**src/sv/assert_macros.svh**
```systemverilog
// Assertion macros shared by the classifier RTL.
`ifndef ASSERT_MACROS_SVH
`define ASSERT_MACROS_SVH

// Checks that the consequent holds in the same cycle as the antecedent.
`define ASSERT_IMPLIES(lbl, clk, rst, ante, cons, msg) \
  lbl: assert property (@(posedge clk) disable iff (rst) (ante) |-> (cons)) \
    else $error(msg);

// Checks that the consequent holds in the cycle after the antecedent.
`define ASSERT_NEXT(lbl, clk, rst, ante, cons, msg) \
  lbl: assert property (@(posedge clk) disable iff (rst) (ante) |=> (cons)) \
    else $error(msg);

// Checks that a condition never occurs.
`define ASSERT_NEVER(lbl, clk, rst, cond, msg) \
  lbl: assert property (@(posedge clk) disable iff (rst) !(cond)) \
    else $error(msg);

`endif

```
**src/sv/hlsc_pkg.sv**
```systemverilog
// Shared widths, register indexes and reset values of the HLS pixel classifier.
package hlsc_pkg;

  localparam int CHAN_W = 8;
  localparam int HUE_W = 8;
  localparam int FLOOR_W = 9;

  // Divider operands: rounded quotient is floor((2*n + d) / (2*d)), always below 256.
  localparam int NUM_W = 17;
  localparam int DEN_W = 9;
  localparam int QUO_W = 8;
  localparam int DIV_STAGES = 4;
  localparam int BITS_PER_STAGE = QUO_W / DIV_STAGES;

  localparam int CFG_IDX_W = 3;
  localparam int CFG_DATA_W = 9;

  typedef enum logic [CFG_IDX_W-1:0] {
    REG_HUE_LOW       = 3'd0,
    REG_HUE_HIGH      = 3'd1,
    REG_LUM_LOW       = 3'd2,
    REG_LUM_HIGH      = 3'd3,
    REG_LUM_SAT_FLOOR = 3'd4
  } cfg_index_t;

  localparam logic [HUE_W-1:0]   HUE_LOW_RST       = 8'd0;
  localparam logic [HUE_W-1:0]   HUE_HIGH_RST      = 8'd180;
  localparam logic [CHAN_W-1:0]  LUM_LOW_RST       = 8'd0;
  localparam logic [CHAN_W-1:0]  LUM_HIGH_RST      = 8'd255;
  localparam logic [FLOOR_W-1:0] LUM_SAT_FLOOR_RST = 9'd0;

endpackage

```
**src/sv/hls_color_pixel_classifier_top.sv**
```systemverilog
// Throughput: one pixel per clock while in_stall is low; every stage is a register and
// each divider stage retires two quotient bits, so a new pixel may enter in such cycles.
// A skid register at the output keeps input stall a registered signal.
// Reset (synchronous, active high) clears all valid bits and loads the default thresholds.
module hls_color_pixel_classifier_top
  import hlsc_pkg::*;
(
  input  logic                  clk,
  input  logic                  rst,

  input  logic                  cfg_write,
  input  logic [CFG_IDX_W-1:0]  cfg_index,
  input  logic [CFG_DATA_W-1:0] cfg_data,

  input  logic                  in_valid,
  output logic                  in_stall,
  input  logic [CHAN_W-1:0]     blue,
  input  logic [CHAN_W-1:0]     green,
  input  logic [CHAN_W-1:0]     red,

  output logic                  out_valid,
  input  logic                  out_stall,
  output logic                  is_match,
  output logic [HUE_W-1:0]      hue_half,
  output logic [CHAN_W-1:0]     lightness,
  output logic [CHAN_W-1:0]     saturation
);

  // Which channel holds the maximum. Ties go to red, then green.
  typedef enum logic [1:0] {
    MAX_RED,
    MAX_GREEN,
    MAX_BLUE
  } max_sel_t;

  // One finished result as it leaves the pipeline.
  typedef struct packed {
    logic              is_match;
    logic [HUE_W-1:0]  hue;
    logic [CHAN_W-1:0] light;
    logic [CHAN_W-1:0] sat;
  } result_t;

  // ---------------------------------------------------------------------------
  // Configuration registers. Writes must arrive only while the block is idle;
  // this is not enforced. The final compare stage uses the thresholds directly.
  // ---------------------------------------------------------------------------
  logic [HUE_W-1:0]   hue_low;
  logic [HUE_W-1:0]   hue_high;
  logic [CHAN_W-1:0]  lum_low;
  logic [CHAN_W-1:0]  lum_high;
  logic [FLOOR_W-1:0] lum_sat_floor;

  always_ff @(posedge clk) begin
    if (rst) begin
      hue_low       <= HUE_LOW_RST;
      hue_high      <= HUE_HIGH_RST;
      lum_low       <= LUM_LOW_RST;
      lum_high      <= LUM_HIGH_RST;
      lum_sat_floor <= LUM_SAT_FLOOR_RST;
    end else if (cfg_write) begin
      case (cfg_index_t'(cfg_index))
        REG_HUE_LOW:       hue_low       <= cfg_data[HUE_W-1:0];
        REG_HUE_HIGH:      hue_high      <= cfg_data[HUE_W-1:0];
        REG_LUM_LOW:       lum_low       <= cfg_data[CHAN_W-1:0];
        REG_LUM_HIGH:      lum_high      <= cfg_data[CHAN_W-1:0];
        REG_LUM_SAT_FLOOR: lum_sat_floor <= cfg_data[FLOOR_W-1:0];
        default: ;
      endcase
    end
  end

  // ---------------------------------------------------------------------------
  // Pipeline enable. The whole pipeline moves together and freezes only while
  // the skid register holds a result, so nothing is dropped or repeated. Input
  // stall is the skid flag itself, which makes it a registered signal.
  // ---------------------------------------------------------------------------
  logic en;
  logic skid_valid;

  assign en       = !skid_valid;
  assign in_stall = skid_valid;

  // ---------------------------------------------------------------------------
  // Stage 1: maximum channel, spread, and the sum of maximum and minimum.
  // ---------------------------------------------------------------------------
  logic              s1_valid;
  max_sel_t          s1_sel;
  logic [CHAN_W-1:0] s1_d;
  logic [CHAN_W:0]   s1_sum;
  logic [CHAN_W-1:0] s1_blue;
  logic [CHAN_W-1:0] s1_green;
  logic [CHAN_W-1:0] s1_red;

  max_sel_t          sel_next;
  logic [CHAN_W-1:0] mx_next;
  logic [CHAN_W-1:0] mn_next;

  always_comb begin
    if (red >= green && red >= blue) begin
      sel_next = MAX_RED;
      mx_next  = red;
    end else if (green >= blue) begin
      sel_next = MAX_GREEN;
      mx_next  = green;
    end else begin
      sel_next = MAX_BLUE;
      mx_next  = blue;
    end
    mn_next = red;
    if (green < mn_next) begin
      mn_next = green;
    end
    if (blue < mn_next) begin
      mn_next = blue;
    end
  end

  always_ff @(posedge clk) begin
    if (en) begin
      s1_sel   <= sel_next;
      s1_d     <= mx_next - mn_next;
      s1_sum   <= {1'b0, mx_next} + {1'b0, mn_next};
      s1_blue  <= blue;
      s1_green <= green;
      s1_red   <= red;
    end
  end

  // ---------------------------------------------------------------------------
  // Stage 2: lightness, saturation denominator, and the signed channel
  // difference and sector offset that make up the hue numerator.
  // ---------------------------------------------------------------------------
  logic                     s2_valid;
  logic [CHAN_W-1:0]        s2_light;
  logic [CHAN_W-1:0]        s2_den;
  logic                     s2_grey;
  logic signed [CHAN_W:0]   s2_diff;
  logic [14:0]              s2_offs;
  logic [CHAN_W-1:0]        s2_d;

  logic [CHAN_W:0]        sum_inc;
  logic [CHAN_W:0]        den_wide;
  logic signed [CHAN_W:0] diff_next;
  logic [14:0]            offs_next;
  logic [14:0]            d15;

  always_comb begin
    sum_inc  = s1_sum + 9'd1;
    // Below the midpoint the denominator is the sum, above it the headroom.
    den_wide = (s1_sum < 9'd255) ? s1_sum : (9'd510 - s1_sum);
    d15      = 15'(s1_d);
    case (s1_sel)
      MAX_RED: begin
        diff_next = $signed({1'b0, s1_green}) - $signed({1'b0, s1_blue});
        offs_next = '0;
      end
      MAX_GREEN: begin
        diff_next = $signed({1'b0, s1_blue}) - $signed({1'b0, s1_red});
        offs_next = (d15 << 6) - (d15 << 2);
      end
      default: begin
        diff_next = $signed({1'b0, s1_red}) - $signed({1'b0, s1_green});
        offs_next = (d15 << 7) - (d15 << 3);
      end
    endcase
  end

  always_ff @(posedge clk) begin
    if (en) begin
      s2_light <= sum_inc[CHAN_W:1];
      s2_den   <= den_wide[CHAN_W-1:0];
      s2_grey  <= (s1_d == '0);
      s2_diff  <= diff_next;
      s2_offs  <= offs_next;
      s2_d     <= s1_d;
    end
  end

  // ---------------------------------------------------------------------------
  // Stage 3: raw hue numerator (30 times the difference plus the sector
  // offset) and the rounded saturation numerator 510*d + den.
  // ---------------------------------------------------------------------------
  logic                      s3_valid;
  logic signed [NUM_W-1:0]   s3_t;
  logic [NUM_W-1:0]          s3_sat_num;
  logic [CHAN_W-1:0]         s3_d;
  logic [CHAN_W-1:0]         s3_den;
  logic                      s3_grey;
  logic [CHAN_W-1:0]         s3_light;

  logic signed [NUM_W-1:0] diff17;
  logic [NUM_W-1:0]        d17_s2;

  always_comb begin
    diff17 = NUM_W'(s2_diff);
    d17_s2 = NUM_W'(s2_d);
  end

  always_ff @(posedge clk) begin
    if (en) begin
      s3_t       <= (diff17 <<< 5) - (diff17 <<< 1) + $signed(NUM_W'(s2_offs));
      s3_sat_num <= (d17_s2 << 9) - (d17_s2 << 1) + NUM_W'(s2_den);
      s3_d       <= s2_d;
      s3_den     <= s2_den;
      s3_grey    <= s2_grey;
      s3_light   <= s2_light;
    end
  end

  // ---------------------------------------------------------------------------
  // Stage 4: wrap a negative hue numerator by a full turn (180*d), form the
  // hue divider operands 2*t + d over 2*d, and pass 510*d + den over 2*den.
  // ---------------------------------------------------------------------------
  logic              s4_valid;
  logic [NUM_W-1:0]  s4_hue_num;
  logic [DEN_W-1:0]  s4_hue_den;
  logic [NUM_W-1:0]  s4_sat_num;
  logic [DEN_W-1:0]  s4_sat_den;
  logic              s4_grey;
  logic [CHAN_W-1:0] s4_light;

  logic [NUM_W-1:0] d17_s3;
  logic [NUM_W-1:0] turn;
  logic [NUM_W-1:0] t_wrap;

  always_comb begin
    d17_s3 = NUM_W'(s3_d);
    turn   = (d17_s3 << 7) + (d17_s3 << 5) + (d17_s3 << 4) + (d17_s3 << 2);
    t_wrap = s3_t[NUM_W-1] ? ($unsigned(s3_t) + turn) : $unsigned(s3_t);
  end

  always_ff @(posedge clk) begin
    if (en) begin
      s4_hue_num <= {t_wrap[NUM_W-2:0], 1'b0} + d17_s3;
      s4_hue_den <= {s3_d, 1'b0};
      s4_sat_num <= s3_sat_num;
      s4_sat_den <= {s3_den, 1'b0};
      s4_grey    <= s3_grey;
      s4_light   <= s3_light;
    end
  end

  // ---------------------------------------------------------------------------
  // Stages 5 to 8: two dividers in parallel. Grey flag and lightness ride
  // alongside in matching shift registers.
  // ---------------------------------------------------------------------------
  logic [QUO_W-1:0]  hue_quot;
  logic [QUO_W-1:0]  sat_quot;
  logic              dv_valid [DIV_STAGES];
  logic              dv_grey  [DIV_STAGES];
  logic [CHAN_W-1:0] dv_light [DIV_STAGES];

  hlsc_div u_hue_div (
    .clk  (clk),
    .en   (en),
    .num  (s4_hue_num),
    .den  (s4_hue_den),
    .quot (hue_quot)
  );

  hlsc_div u_sat_div (
    .clk  (clk),
    .en   (en),
    .num  (s4_sat_num),
    .den  (s4_sat_den),
    .quot (sat_quot)
  );

  always_ff @(posedge clk) begin
    if (en) begin
      dv_grey[0]  <= s4_grey;
      dv_light[0] <= s4_light;
      for (int i = 1; i < DIV_STAGES; i++) begin
        dv_grey[i]  <= dv_grey[i-1];
        dv_light[i] <= dv_light[i-1];
      end
    end
  end

  // ---------------------------------------------------------------------------
  // Stage 9: grey pixels force hue and saturation to zero; then the window
  // compares and the lightness plus saturation floor.
  // ---------------------------------------------------------------------------
  logic    p_valid;
  result_t p_res;
  result_t p_res_next;

  logic [HUE_W-1:0]   hue_fin;
  logic [CHAN_W-1:0]  sat_fin;
  logic [CHAN_W-1:0]  light_fin;
  logic [FLOOR_W-1:0] lum_sat;

  always_comb begin
    hue_fin   = dv_grey[DIV_STAGES-1] ? '0 : hue_quot;
    sat_fin   = dv_grey[DIV_STAGES-1] ? '0 : sat_quot;
    light_fin = dv_light[DIV_STAGES-1];
    lum_sat   = {1'b0, light_fin} + {1'b0, sat_fin};
    p_res_next.is_match = (hue_fin >= hue_low) && (hue_fin <= hue_high) &&
                          (light_fin >= lum_low) && (light_fin <= lum_high) &&
                          (lum_sat >= lum_sat_floor);
    p_res_next.hue   = hue_fin;
    p_res_next.light = light_fin;
    p_res_next.sat   = sat_fin;
  end

  always_ff @(posedge clk) begin
    if (en) begin
      p_res <= p_res_next;
    end
  end

  // Valid bits travel with the data and are the only pipeline state that reset clears.
  always_ff @(posedge clk) begin
    if (rst) begin
      s1_valid <= 1'b0;
      s2_valid <= 1'b0;
      s3_valid <= 1'b0;
      s4_valid <= 1'b0;
      for (int i = 0; i < DIV_STAGES; i++) begin
        dv_valid[i] <= 1'b0;
      end
      p_valid <= 1'b0;
    end else if (en) begin
      s1_valid    <= in_valid;
      s2_valid    <= s1_valid;
      s3_valid    <= s2_valid;
      s4_valid    <= s3_valid;
      dv_valid[0] <= s4_valid;
      for (int i = 1; i < DIV_STAGES; i++) begin
        dv_valid[i] <= dv_valid[i-1];
      end
      p_valid <= dv_valid[DIV_STAGES-1];
    end
  end

  // ---------------------------------------------------------------------------
  // Output register and skid register. A result that reaches the end while the
  // output holds a stalled transaction parks in the skid register, which then
  // freezes the pipeline until the output drains.
  // ---------------------------------------------------------------------------
  result_t out_res;
  result_t skid_res;

  always_ff @(posedge clk) begin
    if (rst) begin
      out_valid  <= 1'b0;
      skid_valid <= 1'b0;
    end else if (skid_valid) begin
      if (!out_stall) begin
        skid_valid <= 1'b0;
      end
    end else if (p_valid) begin
      if (!out_valid || !out_stall) begin
        out_valid <= 1'b1;
      end else begin
        skid_valid <= 1'b1;
      end
    end else if (!out_stall) begin
      out_valid <= 1'b0;
    end
  end

  always_ff @(posedge clk) begin
    if (skid_valid) begin
      if (!out_stall) begin
        out_res <= skid_res;
      end
    end else if (p_valid) begin
      if (!out_valid || !out_stall) begin
        out_res <= p_res;
      end else begin
        skid_res <= p_res;
      end
    end
  end

  assign is_match   = out_res.is_match;
  assign hue_half   = out_res.hue;
  assign lightness  = out_res.light;
  assign saturation = out_res.sat;

  // ---------------------------------------------------------------------------
  // Assertions.
  // ---------------------------------------------------------------------------
`include "assert_macros.svh"

  `ASSERT_IMPLIES(a_skid_has_out, clk, rst, skid_valid, out_valid, "skid full while output empty")
  `ASSERT_IMPLIES(a_skid_fill, clk, rst, $rose(skid_valid), $past(out_valid && out_stall), "skid filled without a stalled output")
  `ASSERT_NEXT(a_frozen_pipe, clk, rst, skid_valid && !$past(rst), $stable(p_valid), "pipeline moved while skid full")
  `ASSERT_NEVER(a_hue_range, clk, rst, out_valid && (hue_half > 8'd180), "hue above 180")

endmodule

```
**src/sv/hlsc_div.sv**
```systemverilog
// Pipelined restoring divider that yields an 8-bit quotient over four stages.
module hlsc_div
  import hlsc_pkg::*;
(
  input  logic             clk,
  input  logic             en,
  input  logic [NUM_W-1:0] num,
  input  logic [DEN_W-1:0] den,
  output logic [QUO_W-1:0] quot
);

  logic [NUM_W-1:0] rem_q [DIV_STAGES];
  logic [DEN_W-1:0] den_q [DIV_STAGES];
  logic [QUO_W-1:0] quo_q [DIV_STAGES];

  for (genvar s = 0; s < DIV_STAGES; s++) begin : g_stage
    logic [NUM_W-1:0] rem_in;
    logic [NUM_W-1:0] rem_n;
    logic [DEN_W-1:0] den_in;
    logic [QUO_W-1:0] quo_in;
    logic [QUO_W-1:0] quo_n;

    if (s == 0) begin : g_first
      assign rem_in = num;
      assign den_in = den;
      assign quo_in = '0;
    end else begin : g_rest
      assign rem_in = rem_q[s-1];
      assign den_in = den_q[s-1];
      assign quo_in = quo_q[s-1];
    end

    // Each stage retires the next quotient bits, most significant first.
    always_comb begin
      logic [NUM_W-1:0] trial;
      rem_n = rem_in;
      quo_n = quo_in;
      for (int j = 0; j < BITS_PER_STAGE; j++) begin
        trial = NUM_W'(den_in) << (QUO_W - 1 - s * BITS_PER_STAGE - j);
        if (rem_n >= trial) begin
          rem_n = rem_n - trial;
          quo_n = {quo_n[QUO_W-2:0], 1'b1};
        end else begin
          quo_n = {quo_n[QUO_W-2:0], 1'b0};
        end
      end
    end

    always_ff @(posedge clk) begin
      if (en) begin
        rem_q[s] <= rem_n;
        den_q[s] <= den_in;
        quo_q[s] <= quo_n;
      end
    end
  end

  assign quot = quo_q[DIV_STAGES-1];

endmodule
```
**config.mk**
```make
export PLATFORM = sky130hd
export DESIGN_NAME = hls_color_pixel_classifier_top
export DESIGN_NICKNAME = d
export VERILOG_FILES = /design/src/sv/hlsc_pkg.sv /design/src/sv/hls_color_pixel_classifier_top.sv /design/src/sv/hlsc_div.sv
export VERILOG_INCLUDE_DIRS = /design/src /design/src/sv
export SDC_FILE = /design/constraint.sdc
export NUM_CORES = 1
export LEC_CHECK = 0
export ABC_AREA = 1
export BUFFER_PORTS_ARGS = -buffer_cell sky130_fd_sc_hd__buf_2
export CAP_MARGIN = 20
export CORE_ASPECT_RATIO = 0.5
export CORE_MARGIN = 5
export CORE_UTILIZATION = 64
export DETAILED_ROUTE_END_ITERATION = 12
export GPL_ROUTABILITY_DRIVEN = 0
export PLACE_DENSITY = 0.81
export SLEW_MARGIN = 10
export SYNTH_ARGS = -nofsm -noshare
export SYNTH_HDL_FRONTEND = slang
export SYNTH_HIERARCHICAL = 1
export SYNTH_SLANG_ARGS = --single-unit
```
**constraint.sdc**
```tcl
create_clock -name clk -period 16.01 [get_ports clk]
set_input_delay 3.202 -clock clk [delete_from_list [all_inputs] [get_ports clk]]
set_output_delay 3.202 -clock clk [all_outputs]
set_load 0.005 [all_outputs]
```
=== Yosys cells after proc, flatten, opt, wreduce, memory -nomap -nowiden ===
Memory sizes are Yosys's and may differ from the RTL's. A register that Yosys moved wholly into a read port is not among the register bits.
Cells that the tools add are included.

* Register bits: 332
* RAM bits: 312
* Input bits: 41
* Output and inout bits: 27
* Word-level logic and storage cells: 217
* Memories kept: 9

* Add/sub/neg operators: 35
* $lt $le $gt $ge: 27
* Equal/unequal tests: 8
* Mux-type cells: 63
* Bitwise gates (word level): 6
* Reductions and logical operators: 22

{| class="wikitable"
|+ Memory list
! name !! depth !! bits a word !! read ports !! clocked after Yosys merged registers in !! wr ports !! line !! source
|-
| u_hue_div.rem_q || 4 || 17 || 3 || 0 || 4 || hlsc_div.sv:12 || <nowiki>logic [NUM_W-1:0] rem_q [DIV_STAGES];</nowiki>
|-
| u_sat_div.rem_q || 4 || 17 || 3 || 0 || 4 || hlsc_div.sv:12 ||
|-
| u_hue_div.den_q || 4 || 9 || 3 || 0 || 4 || hlsc_div.sv:13 || <nowiki>logic [DEN_W-1:0] den_q [DIV_STAGES];</nowiki>
|-
| u_sat_div.den_q || 4 || 9 || 3 || 0 || 4 || hlsc_div.sv:13 ||
|-
| dv_light || 4 || 8 || 4 || 0 || 4 || hls_color_pixel_classifier_top.sv:252 || <nowiki>logic [CHAN_W-1:0] dv_light [DIV_STAGES];</nowiki>
|-
| u_hue_div.quo_q || 4 || 8 || 4 || 0 || 4 || hlsc_div.sv:14 || <nowiki>logic [QUO_W-1:0] quo_q [DIV_STAGES];</nowiki>
|-
| 3 more memories || - || - || - || - || - || - ||
|}

{| class="wikitable"
|+ Operators by type and width
! operator !! count
|-
| two-way mux 17 bit || 16
|-
| two-way mux 25 bit || 4
|-
| two-way mux 8 bit || 7
|-
| subtractor 17 x 9 -> 17 bit || 3
|-
| >= comparator 8 bit || 5
|-
| adder 17 x 8 -> 17 bit || 2
|-
| >= comparator 17 x 10 -> 1 bit || 2
|-
| >= comparator 17 x 11 -> 1 bit || 2
|-
| >= comparator 17 x 12 -> 1 bit || 2
|-
| >= comparator 17 x 13 -> 1 bit || 2
|-
| >= comparator 17 x 14 -> 1 bit || 2
|-
| >= comparator 17 x 15 -> 1 bit || 2
|-
| >= comparator 17 x 16 -> 1 bit || 2
|-
| >= comparator 17 x 9 -> 1 bit || 2
|-
| subtractor 17 x 10 -> 17 bit || 2
|-
| subtractor 17 x 11 -> 17 bit || 2
|-
| subtractor 17 x 12 -> 17 bit || 2
|-
| subtractor 17 x 13 -> 17 bit || 2
|-
| subtractor 17 x 14 -> 17 bit || 2
|-
| subtractor 17 x 15 -> 17 bit || 2
|-
| subtractor 17 x 16 -> 17 bit || 2
|-
| two-way mux 1 bit || 32
|-
| one-hot mux 15 bit (2 select lines) || 1
|-
| subtractor 14 x 10 -> 15 bit || 2
|-
| other kinds (35) || 59
|}

=== Logic depth before layout (Yosys ltp) ===
Gate-level depths: netlist of the first run.
An unclocked memory read counts as a cell.

* Depth after elaboration: 7
* Mapped depth: 33
* Mapped depth without buffers: 31

=== Hierarchy ===
The synthesis of the first run kept the hierarchy.

{| class="wikitable"
|+ Modules (own cells, without submodules)
! module !! times used !! cells an instance !! area each (um2) !! sequential area each (um2)
|-
| hls_color_pixel_classifier_top || 1 || 1,919 || 19,653.8 || 10,390.0
|-
| hlsc_div at u_hue_div || 1 || 1,089 || 8,245.4 || 2,942.8
|-
| hlsc_div at u_sat_div || 1 || 1,024 || 8,096.5 || 2,942.8
|}

=== Worst setup path before layout of the first run ===
OpenSTA, ideal clock, no wires.

* Path type: register -> register
* Start point: register skid_valid, in the netlist in_stall
* End point: memory dv_grey[0], enable pin
* Library setup time: 1.002 ns
* Arrival time: 12.896 ns
* Data required time: 15.008 ns
* Path slack: 2.112 ns
* Stages on the path, launching flop included: 3
* Buffers on the path: 1
* Period minus slack after synthesis: 13.898 ns
* Cell sequence: dfxtp_1 -> inv_1 -> clkbuf_1

{| class="wikitable"
|+ RTL lines
! item !! line !! source
|-
| start: declaration || hls_color_pixel_classifier_top.sv:79 || <nowiki>logic skid_valid;</nowiki>
|-
| start signal: assignment || hls_color_pixel_classifier_top.sv:348 || <nowiki>skid_valid <= 1'b0;</nowiki>
|-
| start signal: assignment || hls_color_pixel_classifier_top.sv:351 || <nowiki>skid_valid <= 1'b0;</nowiki>
|-
| start signal: assignment || hls_color_pixel_classifier_top.sv:357 || <nowiki>skid_valid <= 1'b1;</nowiki>
|-
| end: declaration || hls_color_pixel_classifier_top.sv:251 || <nowiki>logic dv_grey [DIV_STAGES];</nowiki>
|}

=== Final worst setup path of the first run ===
* Start point: input port red[7]
* End point: register s1_sum[8], data pin

* Cells in the longest elaborated chain, start to end: 5
* Elaborated cells between the ends (all ways): 9
* Classes of those cells: add/sub (1); order compare (4); mux (3); reduce/logical (1)

{| class="wikitable"
|+ RTL lines
! item !! line !! source
|-
| start: declaration || hls_color_pixel_classifier_top.sv:19 || <nowiki>input logic [CHAN_W-1:0] red,</nowiki>
|-
| < comparator 8 bit || hls_color_pixel_classifier_top.sv:111 || <nowiki>if (green < mn_next) begin</nowiki>
|-
| two-way mux 8 bit || hls_color_pixel_classifier_top.sv:111 ||
|-
| < comparator 8 bit || hls_color_pixel_classifier_top.sv:114 || <nowiki>if (blue < mn_next) begin</nowiki>
|-
| two-way mux 8 bit || hls_color_pixel_classifier_top.sv:114 ||
|-
| adder 8 x 8 -> 9 bit * || hls_color_pixel_classifier_top.sv:123 || <nowiki>s1_sum <= {1'b0, mx_next} + {1'b0, mn_next};</nowiki>
|-
| end signal: assignment || hls_color_pixel_classifier_top.sv:123 ||
|-
| end: declaration || hls_color_pixel_classifier_top.sv:90 || <nowiki>logic [CHAN_W:0] s1_sum;</nowiki>
|}

Mark *: on every way between the ends. The rest lies on a longest branch, timed or not.
A chain may end at the register's enable or synchronous reset.

==> results of run 1 <==
-- synth_stat cells, drive strengths merged, types with 5 or more instances --
library cell | count | share of area, %
nand2 | 1016 | 11
inv | 668 | 7.0
edfxtp | 510 | 43
ha | 328 | 11
nor2 | 264 | 3.0
nand3 | 245 | 3.8
a21oi | 219 | 3.1
o21ai | 215 | 3.1
xor2 | 127 | 3.1
nand4 | 58 | 1.0
fa | 49 | 2.7
dfxtp | 48 | 2.7
xnor2 | 44 | 1.1
nor3 | 37 | 0.51
buf | 26 | 0.58
clkbuf | 25 | 0.29
o21bai | 20 | 0.42
a31oi | 16 | 0.28
o211ai | 16 | 0.33
o22ai | 16 | 0.32
or2 | 16 | 0.28
nand3b | 13 | 0.27
a21o | 11 | 0.23
a21boi | 8 | 0.17
nor4 | 5 | 0.087
o221ai | 5 | 0.12
-- metal layers --
layer / vias up / global-route usage (%)
met4: 0 / 9.319
met3: 211 / 3.381
met5: - / 0
li1: 13570 / -
met2: 900 / 44.17
met1: 12710 / 30.54
-- path summary, 6_finish.rpt --
path                  startpoint                     to
setup / recovery          red[7]              s1_sum[8]
hold / removal    dv_light[0][4]         dv_light[1][4]
setup reg to reg   s4_hue_num[0]  u_hue_div/rem_q[0][6]
hold reg to reg   dv_light[0][4]         dv_light[1][4]
-- cell type report --
class                   instances  area [sq um]
fillers                      4163         16950
flip-flops and latches        558         16280
well taps                     756         945.9
inverters                     670          2525
diodes                          2         5.005
clock inverters                28         251.5
multi-input cells            2758         16910
clock buffers                  58          1301
repair buffers                 75         395.4
-- per-stage QoR --
step | hold slack (ns) | std cells | worst slack [ns]
after global placement | 0.4012 | 4817 | 8.174
final | 0.4080 | 4905 | 8.477
after CTS | 0.4171 | 4903 | 8.556
after detailed placement | 0.4045 | 4817 | 7.953
after floorplan | 0.4003 | 4037 | 2.112
after global routing | 0.4228 | 4904 | 7.945
-- logic make-up (layout without fill, tap and decap cells) --
kind of cell / count (synthesis) / after routing / share of synthesized area [%]
other cells: 1 / 8 / 0.01042
simple gates: 1660 / 1660 / 20.09
fa+ha+maj: 377 / 377 / 14.13
xor+xnor: 171 / 171 / 4.161
compound gates: 544 / 544 / 8.530
buf+inv: 721 / 831 / 7.866
flops: 558 / 558 / 45.22
-- sequential cells by signal, summed over array words and instances, names as in the netlist, 9 cells and up --
signal and count:
s2_offs 13, s3_sat_num 17, s3_t 16, u_hue_div/rem_q 51
skid_res 25, u_sat_div/den_q 27, u_sat_div/rem_q 51, u_hue_div/quo_q 20
s2_diff 9, lum_sat_floor 9, s4_hue_num 17, s4_sat_num 16
u_sat_div/quo_q 20, dv_light 32, u_hue_div/den_q 27, p_res 25
==> impl_metrics.json, run 1 <==
{
  "fin_crit_sh_pct": 47.05,
  "ys_seq_area_share_pct": 45.22,
  "slew_violations": 0,
  "met1_length_mm": 31.70,
  "core_sq_um": 55560,
  "syn_area_sq_um": 36000,
  "setup_viol": 0,
  "wl_per_cell_microns": 15.44,
  "synth_cells": 4032,
  "tightest_slew_ns": 1.038,
  "vias": 27400,
  "hold_path_class": "reg2reg",
  "synth_edf_count": 510,
  "hpwlAfterDp_mm": 57.18,
  "grt_max_degree": 155,
  "async_reset_ff_share_pct": 0,
  "rsz0062_at_grt": "no",
  "fin_tns_setup_ns": 0,
  "final_nets": 4530,
  "dieArea_sq_um": 61370,
  "cts_sinks": 558,
  "final_area_sq_um": 38610,
  "ys_types": 62,
  "slowest_stage": "a211oi_2",
  "relSlewSlack_pct": 30.82,
  "drt_iter0_drc": 2281,
  "grt_antenna_before_repair": 1,
  "ys_ff_latch": 558,
  "fp.dieH_microns": 177.7,
  "root_buffer": "clkbuf_16",
  "layout_common_cells": "nand2_1, inv_1, edfxtp_1",
  "worst-setup-path-type": "in2reg",
  "layout-drive-gt1-share_pct": 6.848,
  "cts_resized": 0,
  "critPathMaxFanout": 16,
  "ys.flop_type": "edfxtp_1",
  "drc_errors": 0,
  "crit_family": "compound AO/OA/AOI/OAI gates",
  "cp_num_cells": 25,
  "cts-htree-levels": 2,
  "cp_common_cell": "nand2_1",
  "route.top_layer_used": "met4",
  "cts_hold_buf": 0,
  "max_stage_delay_ns": 0.78,
  "cts_tree": "yes",
  "finalHoldViolCount": 0,
  "clk_path_buf_depth": 3,
  "syn_to_final_growth_pct": 7.272,
  "io_pins": 68,
  "max_freq_mhz": 132.8,
  "grt_first_pass_wirelength_mm": 126.0,
  "avgSynthCellArea_sq_um": 8.928,
  "dr.pass1.iters": 6,
  "worstSetupStartpointType": "primary input",
  "numPortBuffers": 67,
  "initial_utilization_pct": 64.78,
  "cp.arrival_ns": 7.88,
  "cts_inserted_buffers": 49,
  "reg2reg_slack_ns": 10.82,
  "drt-total-wl_mm": 75.74,
  "critical_path.endpoint_type": "register",
  "gr-total-overflow": 0,
  "met2_length_mm": 37.17,
  "cap_viol_max_count": 0,
  "fin_worst_skew_ns": 0.01926,
  "worstPathRequired_ns": 16.36,
  "yosysWarnings": 6,
  "grt_pass1_vias": 27030,
  "clk_latency_ns": 0.59,
  "holdPathStages": 0,
  "wl_met3_mm": 4.172,
  "finalCriticalPeriod_ns": 7.533,
  "path_clk_slew_ns": 0.07,
  "path_buf_inv": 3,
  "status": "finished, final reports clean",
  "die_x_microns": 345.4,
  "post-route-util_pct": 69.49,
  "placementRows": 61,
  "antenna_left": 0,
  "reg2reg_depth": 21,
  "place_area_sq_um": 37060,
  "cts_setup_buffers": 0,
  "viasPerCell": 5.585,
  "layout_commonest_cell": "nand2_1",
  "grt_use_total_pct": 24.57
}
Power of run 1 is left out: the tool's default activity adds up to more than one toggle a clock period on the data nets, which glitch-free logic cannot reach.
==> inputs of run 2 (changes only) <==
==> constraint.sdc (replaced) <==
create_clock -name clk -period 7.8 [get_ports clk]
set_input_delay 1.56 -clock clk [delete_from_list [all_inputs] [get_ports clk]]
set_output_delay 1.56 -clock clk [all_outputs]
set_load 0.005 [all_outputs]
==> impl_metrics.json, run 2 (synthesized netlist as in run 1, its figures left out) <==
{
  "seq_area_sq_um": 16280,
  "fp.dieH_microns": 177.7,
  "final_nets": 4529,
  "root_buffer": "clkbuf_16",
  "core_sq_um": 55560,
  "clk_latency_ns": 0.60,
  "slew_violations": 0,
  "numPortBuffers": 67,
  "multi_input_area_sq_um": 16910,
  "tightest_slew_ns": 1.059,
  "dr.pass1.iters": 5,
  "cts-htree-levels": 2,
  "syn_to_final_growth_pct": 7.605,
  "placementRows": 61,
  "cts_sinks": 558,
  "cp_common_cell": "nand2_1",
  "io_pins": 68,
  "path_buf_inv": 4,
  "grt_use_total_pct": 24.22,
  "max_stage_delay_ns": 0.75,
  "layout-drive-gt1-share_pct": 7.010,
  "grt_first_pass_wirelength_mm": 123.8,
  "setup_viol": 0,
  "worstPathRequired_ns": 8.16,
  "drc_errors": 0,
  "drt-total-wl_mm": 73.96,
  "fin_tns_setup_ns": 0,
  "finalHoldViolCount": 0,
  "clk_path_buf_depth": 3,
  "cts_hold_buf": 0,
  "antenna_left": 0,
  "max_freq_mhz": 170.8,
  "critPathMaxFanout": 16,
  "hold_path_class": "reg2reg",
  "final.fill_count": 4107,
  "layout_common_cells": "nand2_1, inv_1, edfxtp_1",
  "grt_max_degree": 196,
  "relSlewSlack_pct": 29.39,
  "wl_per_cell_microns": 15.07,
  "gr-total-overflow": 0,
  "dieArea_sq_um": 61370,
  "finalCriticalPeriod_ns": 5.853,
  "top_regs": "u_hue_div/rem_q x51, u_sat_div/rem_q x51, dv_light x32",
  "cts_inserted_buffers": 50,
  "cap_viol_max_count": 0,
  "grt_pass1_vias": 26310,
  "grt_antenna_before_repair": 0,
  "hpwlAfterDp_mm": 55.91,
  "fin_worst_skew_ns": 0.01794,
  "crit_family": "compound AO/OA/AOI/OAI gates",
  "path_clk_slew_ns": 0.07,
  "vias": 27060,
  "cts_resized": 0,
  "initial_utilization_pct": 64.78,
  "viasPerCell": 5.514,
  "cts_tree": "yes",
  "drt_iter0_drc": 2060,
  "worstSetupStartpointType": "primary input",
  "diodes": 0,
  "cp.arrival_ns": 6.21,
  "die_x_microns": 345.4,
  "rsz0062_at_grt": "no",
  "cts_setup_buffers": 0,
  "slowest_stage": "a211oi_2",
  "worst-setup-path-type": "in2reg",
  "status": "finished, final reports clean",
  "fin_crit_sh_pct": 75.04,
  "critical_path.endpoint_type": "register",
  "layout_commonest_cell": "nand2_1"
}
[run 2: changes by cell type in the layout (fill, tap and decap cells not counted), moves of 2 or more]
cell / change
buf_12: +2
buf_4: -4
clkbuf_1: -2
clkinv_4: -2
diode_2: -2
inv_4: +2
[run 2: worst reg2reg max path: cells and delay by family (launching register included)]
family | cells | cell delay, ns
AND/OR/NAND/NOR | 12 | 1.63
buffers and inverters | 1 | 0.26
flip-flops | 1 | 0.63
adder cells (fa/ha/maj) | 2 | 0.83
AO/OA/AOI/OAI | 5 | 1.57
[run 2: area by class of cell]
| class | instances | area share, % |
|---|---|---|
| inverter | 670 | 6.519 |
| sequential | 558 | 42.02 |
| clock buffer | 58 | 3.424 |
| multi-input combinational | 2758 | 43.67 |
| timing repair buffer | 73 | 1.047 |
| tap | 756 | 2.442 |
| clock inverter | 34 | 0.8819 |
[run 2: layer usage]
layer  global-route usage (%)  routed length [microns]  up-vias
li1                         -                        -    13570
met1                    30.12                    31350    12490
met2                    43.88                    36050      795
met3                    3.161                     3746      209
met4                    8.755                     2811        0
met5                        0                        0        -
[run 2: path summary, 6_finish.rpt]
path,from,end,slack (ns),depth (start not counted)
setup / recovery,red[2],s1_sum[8],1.95,26
setup reg to reg,s4_hue_num[0],u_sat_div/rem_q[0][6],2.63,20
hold / removal,s4_light[0],dv_light[0][0],0.41,0
hold reg to reg,s4_light[0],dv_light[0][0],0.41,0
[run 2: per-stage QoR]
step	worst slack (ns)	std cells	util [%]	cell area, sq um	hold WS, ns
finish	1.947	4907	69.71	38730	0.4127
global route	1.479	4907	69.71	38730	0.4204
CTS	2.041	4907	69.71	38730	0.4135
detailed placement	1.398	4815	66.71	37070	0.4045
global placement	1.637	4815	66.71	37070	0.4008
floorplan	1.013	4037	-	36020	0.4003
Power of run 2 is left out for the same reason.
==> inputs of run 3 (changes only) <==
==> constraint.sdc (replaced) <==
create_clock -name clk -period 5.95 [get_ports clk]
set_input_delay 1.19 -clock clk [delete_from_list [all_inputs] [get_ports clk]]
set_output_delay 1.19 -clock clk [all_outputs]
set_load 0.005 [all_outputs]
==> impl_metrics.json, run 3 (synthesized netlist as in run 1, its figures left out) <==
{
  "tightest_slew_ns": 0.9047,
  "relSlewSlack_pct": 39.69,
  "rsz0062_at_grt": "no",
  "layout_common_cells": "nand2_1, inv_1, edfxtp_1",
  "met3_usage_pct": 3.287,
  "drc_errors": 0,
  "grt_antenna_before_repair": 0,
  "cts-htree-levels": 2,
  "fin_cells": 4912,
  "reg2reg_slack_ns": 1.29,
  "fp.dieH_microns": 177.7,
  "placementRows": 61,
  "wl_per_cell_microns": 15.13,
  "dieArea_sq_um": 61370,
  "busiest_layer": "met2",
  "core_sq_um": 55560,
  "diodes": 0,
  "io_pins": 68,
  "critical_path.endpoint_type": "register",
  "antenna_left": 0,
  "clk_path_buf_depth": 3,
  "fin_worst_skew_ns": 0.02075,
  "worstHoldEndpoint": "u_hue_div/quo_q[2][5]",
  "cts_sinks": 558,
  "top_regs": "u_hue_div/rem_q x51, u_sat_div/rem_q x51, dv_light x32",
  "drt-total-wl_mm": 74.33,
  "numPortBuffers": 67,
  "worstSetupStartpointType": "primary input",
  "hold_path_class": "reg2reg",
  "worstPathRequired_ns": 6.30,
  "dr.pass1.iters": 6,
  "cp_common_cell": "nand2_1",
  "r2r-start": "s4_hue_num[0]",
  "grt_use_total_pct": 24.32,
  "holdCritStartpoint": "u_hue_div/quo_q[1][3]",
  "status": "finished, final reports clean",
  "cap_viol_max_count": 0,
  "slowest_stage": "fa_1",
  "cts_hold_buf": 0,
  "slew_violations": 0,
  "setup_viol": 0,
  "critPathMaxFanout": 16,
  "clk_latency_ns": 0.60,
  "finalHoldViolCount": 0,
  "viasPerCell": 5.528,
  "cts_setup_buffers": 0,
  "finalCriticalPeriod_ns": 4.949,
  "post-route-util_pct": 69.83,
  "cts_resized": 0,
  "use_met2_pct": 43.80,
  "dp.cells": 4820,
  "syn_to_final_growth_pct": 7.797,
  "grt_max_degree": 137,
  "fin_crit_sh_pct": 83.18,
  "initial_utilization_pct": 64.78,
  "holdPathStages": 0,
  "reg2reg_to": "u_hue_div/rem_q[0][7]",
  "grt_pass1_vias": 26410,
  "max_stage_delay_ns": 0.41,
  "die_x_microns": 345.4,
  "grt_first_pass_wirelength_mm": 124.4,
  "max_freq_mhz": 202.1,
  "drt_iter0_drc": 2095,
  "worst-setup-path-type": "in2reg",
  "gr-total-overflow": 0,
  "met1_usage_pct": 30.55,
  "cts_inserted_buffers": 50,
  "layout-drive-gt1-share_pct": 7.122,
  "root_buffer": "clkbuf_16",
  "final_nets": 4534,
  "hpwlAfterDp_mm": 56.72,
  "layout_commonest_cell": "nand2_1",
  "vias": 27160,
  "reg2reg_depth": 21,
  "cp.arrival_ns": 5.30,
  "cts_tree": "yes",
  "path_clk_slew_ns": 0.07,
  "fin_tns_setup_ns": 0
}
==> run 3: cell count changes in the layout (fill, tap and decap cells not counted), moves of 2 or more <==
cell       previous run  this run
clkinv_4              2         4
inv_4                 4         2
buf_4                 4         9
clkbuf_16            51        54
==> run 3: worst max-delay path by stage <==
stage / end / cells after the start / start / slack, ns
2_1_floorplan: s1_sum[7] / 28 / red[7] / 0.85
3_3_place_gp: s1_sum[8] / 26 / red[1] / 0.67
3_5_place_dp: s1_sum[8] / 26 / red[1] / 0.49
4_1_cts: s1_sum[8] / 26 / red[1] / 1.12
5_1_grt: s1_sum[8] / 26 / red[1] / 0.62
6_report: s1_sum[8] / 26 / red[1] / 1.00
==> run 3: stage by stage <==
step | setup slack [ns] | hold slack (ns) | area [sq um]
3_5_place_dp | 0.4903 | 0.4045 | 37100
3_3_place_gp | 0.6661 | 0.4011 | 37100
4_1_cts | 1.118 | 0.4097 | 38800
5_1_grt | 0.6220 | 0.4124 | 38800
2_1_floorplan | 0.8525 | 0.4003 | 36020
6_report | 1.001 | 0.4155 | 38800
==> run 3: cell type report <==
class | instances | area, sq um
clock inverter | 31 | 291.5
inverter | 670 | 2525
clock buffer | 61 | 1408
multi-input combinational | 2758 | 16910
fill | 4044 | 16760
timing repair buffer | 78 | 442.9
sequential | 558 | 16280
tap | 756 | 945.9
==> run 3: per-layer routing <==
layer,vias up,wire length [microns]
li1,13590,-
met1,12530,31320
met2,841,36350
met3,196,4103
met4,0,2557
met5,-,0
==> run 3: critical path, delay by kind of cell <==
family                   cells  cell delay (ns)
AND/OR/NAND/NOR             10             0.91
buffers and inverters        3             0.32
adder cells (fa/ha/maj)      4             1.23
AO/OA/AOI/OAI                9             1.65
Power of run 3 is left out for the same reason.
